### config.mk
export PLATFORM = sky130hd
export DESIGN_NAME = sensor_threshold_alarm_holdoff
export DESIGN_NICKNAME = d
export VERILOG_FILES = /design/src/rtl/sta_pkg.sv /design/src/rtl/sta_screen.sv /design/src/rtl/sta_holdoff.sv /design/src/rtl/sta_serial.sv /design/src/rtl/sensor_threshold_alarm_holdoff.sv
export SDC_FILE = /design/constraint.sdc
export NUM_CORES = 2
export LEC_CHECK = 0
export BUFFER_PORTS_ARGS = -buffer_cell sky130_fd_sc_hd__clkbuf_2
export CAP_MARGIN = 20
export CORE_AREA = 2 2 512 514
export CTS_BUF_LIST = sky130_fd_sc_hd__clkbuf_4 sky130_fd_sc_hd__clkbuf_8 sky130_fd_sc_hd__clkbuf_16
export DETAILED_ROUTE_END_ITERATION = 8
export DIE_AREA = 0 0 514 516
export PLACE_DENSITY = 0.76
export SYNTH_ARGS = -nofsm -noshare
export SYNTH_HDL_FRONTEND = slang
export SYNTH_SLANG_ARGS = --single-unit
### constraint.sdc
create_clock -name i_clk -period 32.2 [get_ports i_clk]
set_clock_uncertainty 0.2 [all_clocks]
set_input_delay 6.44 -clock i_clk [delete_from_list [all_inputs] [get_ports i_clk]]
set_output_delay 6.44 -clock i_clk [all_outputs]
set_load 0.02 [all_outputs]
### src/rtl/sta_pkg.sv
// -----------------------------------------------------------------------------
// sta_pkg
// Shared widths, register indexes, alert kinds and stage types of the
// sensor threshold alarm with per-machine hold-off.
// -----------------------------------------------------------------------------
package sta_pkg;

    localparam int MACH_W            = 4;
    localparam int VAL_W             = 24;
    localparam int TIME_W            = 32;
    localparam int HOLD_W            = 16;
    localparam int KIND_W            = 2;
    localparam int KIND_COUNT        = 4;
    localparam int WIN_COUNT         = 2;
    localparam int CFG_IDX_W         = 3;
    localparam int CFG_DATA_W        = 24;
    localparam int ESC_W             = VAL_W + 4;
    localparam int DEF_MACHINE_COUNT = 16;

    // Alert kinds, also the order in which alerts leave
    localparam logic [KIND_W-1:0] KIND_WEAR  = 2'd0;
    localparam logic [KIND_W-1:0] KIND_YIELD = 2'd1;
    localparam logic [KIND_W-1:0] KIND_SPEED = 2'd2;
    localparam logic [KIND_W-1:0] KIND_PRESS = 2'd3;

    // Configuration register indexes
    localparam logic [CFG_IDX_W-1:0] REG_WEAR_WARN  = 3'd0;
    localparam logic [CFG_IDX_W-1:0] REG_WEAR_CRIT  = 3'd1;
    localparam logic [CFG_IDX_W-1:0] REG_YIELD_MIN  = 3'd2;
    localparam logic [CFG_IDX_W-1:0] REG_SPEED_LOW  = 3'd3;
    localparam logic [CFG_IDX_W-1:0] REG_SPEED_HIGH = 3'd4;
    localparam logic [CFG_IDX_W-1:0] REG_PRESS_LOW  = 3'd5;
    localparam logic [CFG_IDX_W-1:0] REG_PRESS_HIGH = 3'd6;
    localparam logic [CFG_IDX_W-1:0] REG_HOLDOFF    = 3'd7;

    localparam logic [VAL_W-1:0]  VAL_MAX       = '1;
    localparam logic [VAL_W-1:0]  VAL_ZERO      = '0;
    localparam logic [HOLD_W-1:0] HOLDOFF_RESET = 16'd300;

    typedef struct packed {
        logic [VAL_W-1:0]  wear_warn;
        logic [VAL_W-1:0]  wear_crit;
        logic [VAL_W-1:0]  yield_min;
        logic [VAL_W-1:0]  speed_low;
        logic [VAL_W-1:0]  speed_high;
        logic [VAL_W-1:0]  press_low;
        logic [VAL_W-1:0]  press_high;
        logic [HOLD_W-1:0] holdoff;
    } t_cfg;

    typedef struct packed {
        logic [MACH_W-1:0] machine;
        logic [VAL_W-1:0]  wear;
        logic [VAL_W-1:0]  yld;
        logic [VAL_W-1:0]  speed;
        logic [VAL_W-1:0]  press;
        logic [TIME_W-1:0] time_s;
    } t_sample;

    // Threshold screen result: which kinds fired and against which limit
    typedef struct packed {
        logic [MACH_W-1:0]                   machine;
        logic [TIME_W-1:0]                   time_s;
        logic [KIND_COUNT-1:0]               hit;
        logic                                wear_crit;
        logic [KIND_COUNT-1:0][VAL_W-1:0]    value;
        logic [KIND_COUNT-1:0][VAL_W-1:0]    limit;
        logic [WIN_COUNT-1:0][VAL_W-1:0]     gap;
    } t_screen;

    // Up to four alerts of one sample, one bit of mask per kind
    typedef struct packed {
        logic [MACH_W-1:0]                   machine;
        logic [KIND_COUNT-1:0]               mask;
        logic [KIND_COUNT-1:0]               crit;
        logic [KIND_COUNT-1:0][VAL_W-1:0]    value;
        logic [KIND_COUNT-1:0][VAL_W-1:0]    limit;
    } t_burst;

    // Escalate when gap * 10 > limit * 3, exact, by shifts and adds
    function automatic logic esc_crit(input logic [VAL_W-1:0] gap,
                                      input logic [VAL_W-1:0] limit);
        logic [ESC_W-1:0] d_ext;
        logic [ESC_W-1:0] t_ext;
        logic [ESC_W-1:0] d10;
        logic [ESC_W-1:0] t3;
        d_ext = ESC_W'(gap);
        t_ext = ESC_W'(limit);
        d10   = (d_ext << 3) + (d_ext << 1);
        t3    = (t_ext << 1) + t_ext;
        return d10 > t3;
    endfunction

endpackage

### src/rtl/sta_screen.sv
// -----------------------------------------------------------------------------
// sta_screen
// Input register and threshold screen: level compares, window checks and
// distance to the violated limit for speed and pressure.
// -----------------------------------------------------------------------------
module sta_screen #(
    parameter int MACHINE_COUNT = sta_pkg::DEF_MACHINE_COUNT
) (
    input  logic             i_clk,
    input  logic             i_rst_n,
    input  logic             i_in_valid,
    output logic             o_in_stall,
    input  sta_pkg::t_sample i_sample,
    input  sta_pkg::t_cfg    i_cfg,
    output logic             o_s2_vld,
    output sta_pkg::t_screen o_s2,
    input  logic             i_s2_take
);
    import sta_pkg::*;

    localparam logic ALL_IN_RANGE = (MACHINE_COUNT >= (1 << MACH_W));

    logic    r_s1_vld;
    t_sample r_s1;
    logic    r_s2_vld;
    t_screen r_s2;
    t_screen n_s2;

    logic    s1_adv;
    logic    s2_free;
    logic    in_range;
    logic    wear_crit;
    logic    wear_warn;
    logic [WIN_COUNT-1:0]            lo_x;
    logic [WIN_COUNT-1:0]            hi_x;
    logic [WIN_COUNT-1:0][VAL_W-1:0] win_v;
    logic [WIN_COUNT-1:0][VAL_W-1:0] win_lo;
    logic [WIN_COUNT-1:0][VAL_W-1:0] win_hi;

    assign s2_free    = !r_s2_vld || i_s2_take;
    assign s1_adv     = r_s1_vld && s2_free;
    assign o_in_stall = r_s1_vld && !s2_free;
    assign o_s2_vld   = r_s2_vld;
    assign o_s2       = r_s2;

    always_comb begin
        in_range  = ALL_IN_RANGE || (r_s1.machine < MACH_W'(MACHINE_COUNT));
        wear_crit = r_s1.wear >= i_cfg.wear_crit;
        wear_warn = r_s1.wear >= i_cfg.wear_warn;

        win_v  = {r_s1.press, r_s1.speed};
        win_lo = {i_cfg.press_low, i_cfg.speed_low};
        win_hi = {i_cfg.press_high, i_cfg.speed_high};

        n_s2.machine   = r_s1.machine;
        n_s2.time_s    = r_s1.time_s;
        n_s2.wear_crit = wear_crit;

        n_s2.hit[KIND_WEAR]   = in_range && (wear_crit || wear_warn);
        n_s2.value[KIND_WEAR] = r_s1.wear;
        n_s2.limit[KIND_WEAR] = wear_crit ? i_cfg.wear_crit : i_cfg.wear_warn;

        n_s2.hit[KIND_YIELD]   = in_range && (r_s1.yld < i_cfg.yield_min);
        n_s2.value[KIND_YIELD] = r_s1.yld;
        n_s2.limit[KIND_YIELD] = i_cfg.yield_min;

        // Low bound wins when an inverted window is crossed on both sides
        for (int w = 0; w < WIN_COUNT; w++) begin
            lo_x[w] = win_v[w] < win_lo[w];
            hi_x[w] = win_v[w] > win_hi[w];
            n_s2.hit[int'(KIND_SPEED) + w]   = in_range && (lo_x[w] || hi_x[w]);
            n_s2.value[int'(KIND_SPEED) + w] = win_v[w];
            n_s2.limit[int'(KIND_SPEED) + w] = lo_x[w] ? win_lo[w] : win_hi[w];
            n_s2.gap[w] = lo_x[w] ? (win_lo[w] - win_v[w]) : (win_v[w] - win_hi[w]);
        end
    end

    always_ff @(posedge i_clk) begin
        if (!i_rst_n) begin
            r_s1_vld <= 1'b0;
            r_s2_vld <= 1'b0;
        end else begin
            if (!r_s1_vld || s1_adv) begin
                r_s1_vld <= i_in_valid;
            end
            if (s2_free) begin
                r_s2_vld <= s1_adv;
            end
        end
    end

    always_ff @(posedge i_clk) begin
        if (i_in_valid && !o_in_stall) begin
            r_s1 <= i_sample;
        end
        if (s1_adv) begin
            r_s2 <= n_s2;
        end
    end

endmodule

### src/rtl/sta_holdoff.sv
// -----------------------------------------------------------------------------
// sta_holdoff
// Escalation and per-machine hold-off. Last alert times sit in one small
// memory per kind; seen bits in flops are cleared by reset.
// -----------------------------------------------------------------------------
module sta_holdoff #(
    parameter int MACHINE_COUNT = sta_pkg::DEF_MACHINE_COUNT
) (
    input  logic                        i_clk,
    input  logic                        i_rst_n,
    input  logic [sta_pkg::HOLD_W-1:0]  i_holdoff,
    input  logic                        i_s2_vld,
    input  sta_pkg::t_screen            i_s2,
    output logic                        o_s2_take,
    input  logic                        i_burst_free,
    output logic                        o_burst_load,
    output sta_pkg::t_burst             o_burst
);
    import sta_pkg::*;

    // Machine index is 4 bits wide, so no more slots than it can address
    localparam int MACH_SLOTS = (MACHINE_COUNT < (1 << MACH_W)) ? MACHINE_COUNT
                                                                : (1 << MACH_W);
    localparam int ADDR_W     = (MACH_SLOTS > 1) ? $clog2(MACH_SLOTS) : 1;

    logic                                r_s3_vld;
    t_burst                              r_s3;
    t_burst                              n_s3;
    logic [TIME_W-1:0]                   r_s3_time;
    logic [TIME_W-1:0]                   r_mem [KIND_COUNT][MACH_SLOTS];
    logic [KIND_COUNT-1:0][TIME_W-1:0]   r_rd;
    logic [KIND_COUNT-1:0]               r_fwd_hit;
    logic [TIME_W-1:0]                   r_fwd_time;
    logic [MACH_SLOTS-1:0][KIND_COUNT-1:0] r_seen;

    logic [ADDR_W-1:0]                   rd_addr;
    logic [ADDR_W-1:0]                   wr_addr;
    logic [KIND_COUNT-1:0][TIME_W-1:0]   stored;
    logic [KIND_COUNT-1:0][TIME_W-1:0]   elapsed;
    logic [KIND_COUNT-1:0]               pass;
    logic [KIND_COUNT-1:0]               wr_en;
    logic                                s3_adv;
    logic                                s3_load;

    assign rd_addr = i_s2.machine[ADDR_W-1:0];
    assign wr_addr = r_s3.machine[ADDR_W-1:0];

    always_comb begin
        n_s3.machine            = i_s2.machine;
        n_s3.mask               = i_s2.hit;
        n_s3.value              = i_s2.value;
        n_s3.limit              = i_s2.limit;
        n_s3.crit[KIND_WEAR]    = i_s2.wear_crit;
        n_s3.crit[KIND_YIELD]   = 1'b0;
        n_s3.crit[KIND_SPEED]   = esc_crit(i_s2.gap[0], i_s2.limit[KIND_SPEED]);
        n_s3.crit[KIND_PRESS]   = esc_crit(i_s2.gap[1], i_s2.limit[KIND_PRESS]);
    end

    // Suppress while the wrapped elapsed time is below the hold-off
    always_comb begin
        for (int k = 0; k < KIND_COUNT; k++) begin
            stored[k]  = r_fwd_hit[k] ? r_fwd_time : r_rd[k];
            elapsed[k] = r_s3_time - stored[k];
            pass[k]    = r_s3.mask[k]
                         && !(r_seen[wr_addr][k] && (elapsed[k] < TIME_W'(i_holdoff)));
        end
    end

    assign s3_adv       = r_s3_vld && (!(|pass) || i_burst_free);
    assign wr_en        = pass & {KIND_COUNT{s3_adv}};
    assign o_s2_take    = !r_s3_vld || s3_adv;
    assign s3_load      = i_s2_vld && o_s2_take;
    assign o_burst_load = s3_adv && (|pass);

    always_comb begin
        o_burst      = r_s3;
        o_burst.mask = pass;
    end

    always_ff @(posedge i_clk) begin
        if (!i_rst_n) begin
            r_s3_vld <= 1'b0;
            r_seen   <= '0;
        end else begin
            if (o_s2_take) begin
                r_s3_vld <= i_s2_vld;
            end
            for (int k = 0; k < KIND_COUNT; k++) begin
                if (wr_en[k]) begin
                    r_seen[wr_addr][k] <= 1'b1;
                end
            end
        end
    end

    always_ff @(posedge i_clk) begin
        for (int k = 0; k < KIND_COUNT; k++) begin
            if (wr_en[k]) begin
                r_mem[k][wr_addr] <= r_s3_time;
            end
        end
    end

    // Read on load; a write at the same edge to the same machine is bypassed
    always_ff @(posedge i_clk) begin
        if (s3_load) begin
            r_s3       <= n_s3;
            r_s3_time  <= i_s2.time_s;
            r_fwd_time <= r_s3_time;
            for (int k = 0; k < KIND_COUNT; k++) begin
                r_rd[k]      <= r_mem[k][rd_addr];
                r_fwd_hit[k] <= wr_en[k] && (r_s3.machine == i_s2.machine);
            end
        end
    end

endmodule

### src/rtl/sta_serial.sv
// -----------------------------------------------------------------------------
// sta_serial
// Alert burst register and output register: sends the alerts of one sample
// one per transfer in kind order and flags the final one.
// -----------------------------------------------------------------------------
module sta_serial (
    input  logic                        i_clk,
    input  logic                        i_rst_n,
    input  logic                        i_load,
    input  sta_pkg::t_burst             i_burst,
    output logic                        o_burst_free,
    input  logic                        i_out_stall,
    output logic                        o_out_valid,
    output logic [sta_pkg::MACH_W-1:0]  o_alert_machine,
    output logic [sta_pkg::KIND_W-1:0]  o_alert_kind,
    output logic                        o_alert_critical,
    output logic [sta_pkg::VAL_W-1:0]   o_measured_value,
    output logic [sta_pkg::VAL_W-1:0]   o_violated_limit,
    output logic                        o_last_alert
);
    import sta_pkg::*;

    logic                  r_b_vld;
    t_burst                r_b;
    logic                  r_o_vld;
    logic [MACH_W-1:0]     r_o_machine;
    logic [KIND_W-1:0]     r_o_kind;
    logic                  r_o_crit;
    logic [VAL_W-1:0]      r_o_value;
    logic [VAL_W-1:0]      r_o_limit;
    logic                  r_o_last;

    logic [KIND_W-1:0]     sel;
    logic [KIND_COUNT-1:0] rem;
    logic                  out_free;
    logic                  pop;

    // Lowest pending kind goes first
    always_comb begin
        sel = KIND_WEAR;
        for (int k = KIND_COUNT - 1; k >= 0; k--) begin
            if (r_b.mask[k]) begin
                sel = KIND_W'(k);
            end
        end
        rem = r_b.mask & ~(KIND_COUNT'(1) << sel);
    end

    assign out_free     = !r_o_vld || !i_out_stall;
    assign pop          = r_b_vld && out_free;
    assign o_burst_free = !r_b_vld || (pop && (rem == '0));

    always_ff @(posedge i_clk) begin
        if (!i_rst_n) begin
            r_b_vld <= 1'b0;
            r_o_vld <= 1'b0;
        end else begin
            if (i_load) begin
                r_b_vld <= 1'b1;
            end else if (pop && (rem == '0)) begin
                r_b_vld <= 1'b0;
            end
            if (out_free) begin
                r_o_vld <= pop;
            end
        end
    end

    always_ff @(posedge i_clk) begin
        if (i_load) begin
            r_b <= i_burst;
        end else if (pop) begin
            r_b.mask <= rem;
        end
        if (pop) begin
            r_o_machine <= r_b.machine;
            r_o_kind    <= sel;
            r_o_crit    <= r_b.crit[sel];
            r_o_value   <= r_b.value[sel];
            r_o_limit   <= r_b.limit[sel];
            r_o_last    <= (rem == '0);
        end
    end

    assign o_out_valid      = r_o_vld;
    assign o_alert_machine  = r_o_machine;
    assign o_alert_kind     = r_o_kind;
    assign o_alert_critical = r_o_crit;
    assign o_measured_value = r_o_value;
    assign o_violated_limit = r_o_limit;
    assign o_last_alert     = r_o_last;

endmodule

### src/rtl/sensor_threshold_alarm_holdoff.sv
// -----------------------------------------------------------------------------
// sensor_threshold_alarm_holdoff
// Checks wear, yield, speed and pressure of each machine sample against
// configured limits and emits alerts, each kind held off per machine.
// -----------------------------------------------------------------------------
//  channel  | dir | handshake              | payload
//  ---------+-----+------------------------+--------------------------------------
//  sample   | in  | i_in_valid / o_in_stall | machine, wear, yield, speed, pressure,
//           |     |                        | time in seconds
//  alert    | out | o_out_valid/i_out_stall| machine, kind, critical, value, limit,
//           |     |                        | last flag
//  config   | in  | i_cfg_we               | i_cfg_index, i_cfg_data
//
// A sample is taken every cycle as long as it raises at most one alert and the
// alert port is not stalled; a sample with more alerts holds up the samples behind
// it while the one-alert-per-transfer output register sends them. The first alert
// passes the input, screen, hold-off, burst and output registers after the sample
// transfer. Reset restores the register defaults and clears the hold-off seen bits.
// An output stall backs up through the stages and reaches o_in_stall in the same cycle.
// -----------------------------------------------------------------------------
module sensor_threshold_alarm_holdoff #(
    parameter int MACHINE_COUNT = sta_pkg::DEF_MACHINE_COUNT
) (
    input  logic                          i_clk,
    input  logic                          i_rst_n,
    input  logic                          i_cfg_we,
    input  logic [sta_pkg::CFG_IDX_W-1:0] i_cfg_index,
    input  logic [sta_pkg::CFG_DATA_W-1:0] i_cfg_data,
    input  logic                          i_in_valid,
    output logic                          o_in_stall,
    input  logic [sta_pkg::MACH_W-1:0]    i_machine_index,
    input  logic [sta_pkg::VAL_W-1:0]     i_wear_value,
    input  logic [sta_pkg::VAL_W-1:0]     i_yield_value,
    input  logic [sta_pkg::VAL_W-1:0]     i_speed_value,
    input  logic [sta_pkg::VAL_W-1:0]     i_pressure_value,
    input  logic [sta_pkg::TIME_W-1:0]    i_time_seconds,
    output logic                          o_out_valid,
    input  logic                          i_out_stall,
    output logic [sta_pkg::MACH_W-1:0]    o_alert_machine,
    output logic [sta_pkg::KIND_W-1:0]    o_alert_kind,
    output logic                          o_alert_critical,
    output logic [sta_pkg::VAL_W-1:0]     o_measured_value,
    output logic [sta_pkg::VAL_W-1:0]     o_violated_limit,
    output logic                          o_last_alert
);
    import sta_pkg::*;

    t_cfg    r_cfg;
    t_sample sample;
    logic    s2_vld;
    t_screen s2;
    logic    s2_take;
    logic    burst_free;
    logic    burst_load;
    t_burst  burst;

    always_ff @(posedge i_clk) begin
        if (!i_rst_n) begin
            r_cfg.wear_warn  <= VAL_MAX;
            r_cfg.wear_crit  <= VAL_MAX;
            r_cfg.yield_min  <= VAL_ZERO;
            r_cfg.speed_low  <= VAL_ZERO;
            r_cfg.speed_high <= VAL_MAX;
            r_cfg.press_low  <= VAL_ZERO;
            r_cfg.press_high <= VAL_MAX;
            r_cfg.holdoff    <= HOLDOFF_RESET;
        end else if (i_cfg_we) begin
            unique case (i_cfg_index)
                REG_WEAR_WARN:  r_cfg.wear_warn  <= i_cfg_data;
                REG_WEAR_CRIT:  r_cfg.wear_crit  <= i_cfg_data;
                REG_YIELD_MIN:  r_cfg.yield_min  <= i_cfg_data;
                REG_SPEED_LOW:  r_cfg.speed_low  <= i_cfg_data;
                REG_SPEED_HIGH: r_cfg.speed_high <= i_cfg_data;
                REG_PRESS_LOW:  r_cfg.press_low  <= i_cfg_data;
                REG_PRESS_HIGH: r_cfg.press_high <= i_cfg_data;
                REG_HOLDOFF:    r_cfg.holdoff    <= i_cfg_data[HOLD_W-1:0];
            endcase
        end
    end

    always_comb begin
        sample.machine = i_machine_index;
        sample.wear    = i_wear_value;
        sample.yld     = i_yield_value;
        sample.speed   = i_speed_value;
        sample.press   = i_pressure_value;
        sample.time_s  = i_time_seconds;
    end

    sta_screen #(
        .MACHINE_COUNT (MACHINE_COUNT)
    ) u_screen (
        .i_clk      (i_clk),
        .i_rst_n    (i_rst_n),
        .i_in_valid (i_in_valid),
        .o_in_stall (o_in_stall),
        .i_sample   (sample),
        .i_cfg      (r_cfg),
        .o_s2_vld   (s2_vld),
        .o_s2       (s2),
        .i_s2_take  (s2_take)
    );

    sta_holdoff #(
        .MACHINE_COUNT (MACHINE_COUNT)
    ) u_holdoff (
        .i_clk        (i_clk),
        .i_rst_n      (i_rst_n),
        .i_holdoff    (r_cfg.holdoff),
        .i_s2_vld     (s2_vld),
        .i_s2         (s2),
        .o_s2_take    (s2_take),
        .i_burst_free (burst_free),
        .o_burst_load (burst_load),
        .o_burst      (burst)
    );

    sta_serial u_serial (
        .i_clk            (i_clk),
        .i_rst_n          (i_rst_n),
        .i_load           (burst_load),
        .i_burst          (burst),
        .o_burst_free     (burst_free),
        .i_out_stall      (i_out_stall),
        .o_out_valid      (o_out_valid),
        .o_alert_machine  (o_alert_machine),
        .o_alert_kind     (o_alert_kind),
        .o_alert_critical (o_alert_critical),
        .o_measured_value (o_measured_value),
        .o_violated_limit (o_violated_limit),
        .o_last_alert     (o_last_alert)
    );

endmodule

Word level (Yosys, flattened, before mapping)

Memories as Yosys holds them, arrays and structs flattened.
Index checks and enable logic that the tools add are counted.

Bits in registers: 1,324
Memory bits (writable): 2,048
Input bits: 164
Output and inout port bits: 58
Word-level logic and storage cells: 253
Memories kept: 1

Memory list:

| name            | words | width | rd ports | clocked after memory_dff | write ports | RTL line          | text |
|---|---|---|---|---|---|---|---|
| u_holdoff.r_mem | 4     | 512   | 4        | 0                        | 4           | sta_holdoff.sv:30 | `logic [TIME_W-1:0] r_mem [KIND_COUNT][MACH_SLOTS];` |

Add/sub/neg operators: 12
Order comparisons: 19
Equality and inequality tests: 8
Shift-type cells: 1
Mux-type cells: 62
Bitwise gates (word level): 9
Reduce and logical (&&, ||, !) cells: 57

Operators with widths:

| operator             | count |
|---|---|
| $mux W512            | 4 |
| $bmux W32 S4         | 4 |
| $mux W64             | 7 |
| $mux W32             | 13 |
| $or A64 B64 Y64      | 4 |
| $mux W24             | 7 |
| $demux W32 S4        | 1 |
| $lt A32 B16 Y1       | 4 |
| $sub A32 B32 Y32     | 4 |
| $bmux W24 S2         | 2 |
| $sub A24 B24 Y24     | 4 |
| $lt A24 B24 Y1       | 3 |
| $demux W4 S4         | 4 |
| $add A27 B25 Y28     | 2 |
| $gt A28 B28 Y1       | 2 |
| $add A25 B24 Y26     | 2 |
| $ge A24 B24 Y1       | 2 |
| $gt A24 B24 Y1       | 2 |
| $logic_and A1 B1 Y1  | 22 |
| $bmux W4 S4          | 1 |
| $mux W4              | 4 |
| $reduce_and A2 Y1    | 8 |
| $logic_not A1 Y1     | 13 |
| $eq A3 B3 Y1 const B | 4 |
| 21 further kinds     | 45 |

Depth between registers and ports, before layout

Depth after elaboration: 23
Depth in mapped cells: 28
Gate-level depth less buffers: 24

Modules after synthesis

A second synthesis with hierarchy kept.

Cells, all modules: 8,670
Area, all modules: 146,336.6 µm²

Modules (own cells, without submodules):

| module                         | times used | cells each | area each (µm²) | sequential area each (µm²) |
|---|---|---|---|---|
| sta_holdoff                    | 1          | 5,923      | 108,500.3       | 74,781.7 |
| sta_screen                     | 1          | 1,560      | 20,699.9        | 12,441.9 |
| sta_serial                     | 1          | 525        | 10,070.9        | 7,847.5 |
| sensor_threshold_alarm_holdoff | 1          | 662        | 7,065.5         | 3,683.5 |

Worst setup path after synthesis

OpenSTA, ideal clock, no wires.

Path kind: in2reg
Start: input i_out_stall
End: register u_holdoff.r_s3, in the netlist u_holdoff.o_burst[0], enable pin
Library setup time: 1,211 ps
Data arrival time: 24,246 ps
Required time: 30,789 ps
Path slack: 6,543 ps
Stages on the path: 5
Buffers on the path: 0
Cell sequence: nand2_1 a21boi_0 nand2_1 nor2_1 nor2b_1

Cells in the longest elaborated chain, start to end: 9

Ends and longest elaborated chain:

| element                     | RTL line                             | text |
|---|---|---|
| start: declaration          | sensor_threshold_alarm_holdoff.sv:38 | `input logic i_out_stall,` |
| $logic_not A1 Y1            | sta_serial.sv:49                     | `assign out_free = !r_o_vld \|\| !i_out_stall;` |
| $logic_or A1 B1 Y1          | sta_serial.sv:49                     |  |
| $logic_and A1 B1 Y1         | sta_serial.sv:50                     | `assign pop = r_b_vld && out_free;` |
| $logic_and A1 B1 Y1         | sta_serial.sv:51                     | `assign o_burst_free = !r_b_vld \|\| (pop && (rem == '0));` |
| $logic_or A1 B1 Y1          | sta_serial.sv:51                     |  |
| $logic_or A1 B1 Y1          | sta_holdoff.sv:69                    | `assign s3_adv = r_s3_vld && (!(\|pass) \|\| i_burst_free);` |
| $logic_and A1 B1 Y1         | sta_holdoff.sv:69                    |  |
| $logic_or A1 B1 Y1          | sta_holdoff.sv:71                    | `assign o_s2_take = !r_s3_vld \|\| s3_adv;` |
| $logic_and A1 B1 Y1         | sta_holdoff.sv:72                    | `assign s3_load = i_s2_vld && o_s2_take;` |
| named net u_holdoff.s3_load | sta_holdoff.sv:43                    | `logic s3_load;` |
| end signal: assignment      | sta_holdoff.sv:107                   | `r_s3 <= n_s3;` |
| end: declaration            | sta_holdoff.sv:27                    | `t_burst r_s3;` |

The timed path passes the listed nets, and every way through them passes these cells.
A chain may end at the register's enable or synchronous reset.

Final worst setup path

Start: input i_out_stall
End: output o_in_stall

Cells in the longest elaborated chain, start to end: 11

Ends and longest elaborated chain:

| element             | RTL line                             | text |
|---|---|---|
| $logic_not A1 Y1    | sta_serial.sv:49                     |  |
| $logic_or A1 B1 Y1  | sta_serial.sv:49                     |  |
| $logic_and A1 B1 Y1 | sta_serial.sv:50                     |  |
| $logic_and A1 B1 Y1 | sta_serial.sv:51                     |  |
| $logic_or A1 B1 Y1  | sta_serial.sv:51                     |  |
| $logic_or A1 B1 Y1  | sta_holdoff.sv:69                    |  |
| $logic_and A1 B1 Y1 | sta_holdoff.sv:69                    |  |
| $logic_or A1 B1 Y1  | sta_holdoff.sv:71                    |  |
| $logic_or A1 B1 Y1  | sta_screen.sv:40                     | `assign s2_free = !r_s2_vld \|\| i_s2_take;` |
| $logic_not A1 Y1    | sta_screen.sv:42                     | `assign o_in_stall = r_s1_vld && !s2_free;` |
| $logic_and A1 B1 Y1 | sta_screen.sv:42                     |  |
| end: declaration    | sensor_threshold_alarm_holdoff.sv:30 | `output logic o_in_stall,` |

Every way passes these cells.

==> out/qor.yml <==
synthTopCellsByArea: "edfxtp_1 (66%), mux4_2 (10%), ha_1 (4.4%)"
outcome: "complete, no violations"
grt_pass1_wl_mm: 550
first_global_vias: 79389
drive_gt1_share_pct: 19.1
synth_flop_cell: "edfxtp_1"
design.core.area_um2: 259000
critPathBufInv: 2
grt_max_degree: 146
die_area_um2: 265000
grt_util_all_layers_pct: 28.9
crit_arrival_ns: 8.08
maxCapViolCount: 0
final_common_cell: "edfxtp_1"
drv_slew: 0
tritoncts: "built"
holdCritPathClass: "flip-flop to flip-flop"
first_pass_iters: 5
stdcell_area_um2: 159000
syn-num-nets: 9043
setup_violations: 0
synthArstFlopShare_pct: 0
die_w_um: 514
wirelength_mm: 387
max_freq_mhz: 67.9
cp_top_family: "simple AND/OR/NAND/NOR gates"
crit_fanout: 6
fin_nets: 9447
required_ns: 25.56
multi_input_area_um2: 41500
cp-start-kind: "input pin"
syn_avg_cell_area_um2: 17.0
io_pins: 222
numCtsBuffers: 338
drt-initial-drc-count: 9841
detail_route.wl_per_cell_um: 31.1
synth_edf_count: 3119
overflow: 0
path_class: "input pin to output port"
hold_viol: 0
min_period_over_period_pct: 45.7
max-vdd-ir-drop_mv: 0.0783
clk_path_buf_depth: 4
final_core_util_pct: 61.4
layout_common_cells: "edfxtp_1 (3119), mux4_2 (642), nand2_1 (551)"
syn2layout_area_growth_pct: 12.2
seq_area_um2: 98700
hpwl_mm: 228
start_util_pct: 54.8
place_ws_ns: 17.53
post_cts_buffers: 0
critPathMaxStageDelay_ns: 0.60
cts_resized: 0
tightest_slew_ns: 1.22
drc: 0
hold_ws_ns: 0.200
synth-seq-cells: 3372
timing.final.crit_period_ns: 14.72
antenna_found_initial: 32
h-tree-depth: 5
synth_area_um2: 142000
p_leak_nw: 54.1
via_count: 80421
row_count: 187
yosysWarnings: 0
clk_latency_ns: 0.91
layout_setup_ws_ns: 17.48
io_buffers: 221
synth.distinct_cells: 85
avgViaCountPerCell: 6.46
path_clk_slew_ns: 0.06
synth_top_cell_by_area: "edfxtp_1"
clock-root-buffer: "clkbuf_16"
rsz0062_at_grt: "false"
synth-seq-area-share_pct: 69.5
synthCells: 8368
place.gp.congestion: 0.920
die_height_um: 516
power_per_cell_area_nw_per_um2: 57.8
setup_tns_ns: 0
end_kind: "output port"
cp_slowest_cell: "nor2_1"
synth_top_area_share_pct: 66.0
postPlaceCellArea_um2: 148000
crit_chain: "clkbuf_2, nand2_1, a21boi_0, nand2_1, nor2_1, and3_1, clkbuf_2"
num-fill-cells: 17913
slew_headroom_pct: 18.8
cts_hold_buf: 0
ant_nets: 0
clock_sinks: 3372
## logic make-up (layout without fill, tap and decap cells)
logic type | after synthesis | after routing | share of synthesized area (%)
simple gates | 1335 | 1335 | 4.32
other cells | 0 | 18 | 0
flops | 3372 | 3372 | 69.5
fa+ha+maj | 511 | 511 | 4.57
buf+inv | 622 | 1289 | 1.69
mux | 887 | 887 | 11.9
xor+xnor | 239 | 239 | 1.47
compound gates | 1402 | 1402 | 6.48
## power by group
part / switching (mW) / internal (mW)
combinational: 0.253 / 0.168
sequential: 0.0406 / 4.79
clock: 1.66 / 2.29
## cell type report
| type | count | area share [%] |
|---|---|---|
| tap | 3402 | 2.67 |
| antenna | 18 | 0.0283 |
| clock inverter | 175 | 1.14 |
| clock buffer | 428 | 5.85 |
| timing repair buffer | 401 | 1.62 |
| sequential | 3372 | 62.0 |
| multi-input combinational | 4374 | 26.0 |
| inverter | 285 | 0.672 |
## final timing paths
| path | slack [ns] | start | depth (start not counted) | to |
|---|---|---|---|---|
| worst max-delay path | 17.48 | i_out_stall | 7 | o_in_stall |
| worst min-delay path | 0.20 | u_screen.o_s2[196]$_DFFE_PP_ | 0 | u_holdoff.o_burst[148]$_DFFE_PP_ |
| worst min register to register | 0.20 | u_screen.o_s2[196]$_DFFE_PP_ | 0 | u_holdoff.o_burst[148]$_DFFE_PP_ |
| worst max register to register | 21.52 | u_holdoff.r_s3_time[0]$_DFFE_PP_ | 26 | u_holdoff.r_rd[101]$_DFFE_PP_ |
## flip-flops by register name (all words and copies together) (netlist names), 32 cells and up
register	count
u_holdoff.r_mem	2048
u_screen.o_s2	281
u_serial.r_b	203
u_holdoff.o_burst	195
r_cfg	184
u_screen.n_s2	132
u_holdoff.r_rd	128
u_holdoff.r_seen	64
u_holdoff.r_fwd_time	32
u_holdoff.r_s3_time	32
## Yosys cell counts (12+ instances only)
library cell  instances
edfxtp_1           3119
mux4_2              642
nand2_1             551
ha_1                499
a21oi_1             313
nor2_1              307
o21ai_0             286
inv_1               285
clkbuf_1            266
dfxtp_1             253
mux2i_1             232
xnor2_1             141
o211ai_1            134
a21o_1              123
a21boi_0            108
o21a_1              106
xor2_1               98
nand2b_1             72
nand3_1              69
nor2b_1              69
nor3_1               68
nand4_1              67
a22oi_1              53
a211oi_1             46
buf_1                45
a31oi_1              34
o21bai_1             33
o31ai_1              24
or3_1                24
and3_1               23
nor4_1               18
a221oi_1             13
buf_4                13
mux2_2               13
o2111ai_1            13
a211o_1              12
and2_1               12
fa_1                 12
nand3b_1             12
## stage by stage
step           instances  total power, mW
2_1_floorplan       8368             5.22
3_3_place_gp       11831             5.33
3_5_place_dp       11831             5.34
4_1_cts            12434             9.24
5_1_grt            12439             9.45
6_report           12455             9.21
## layer usage
layer / routed length, um / track usage [%]
met1: 143000 / 37.5
met2: 187000 / 47.5
met3: 36300 / 5.25
met4: 20600 / 13.7
met5: 203 / 0
Note: power is estimated with default switching activity, not from simulation.
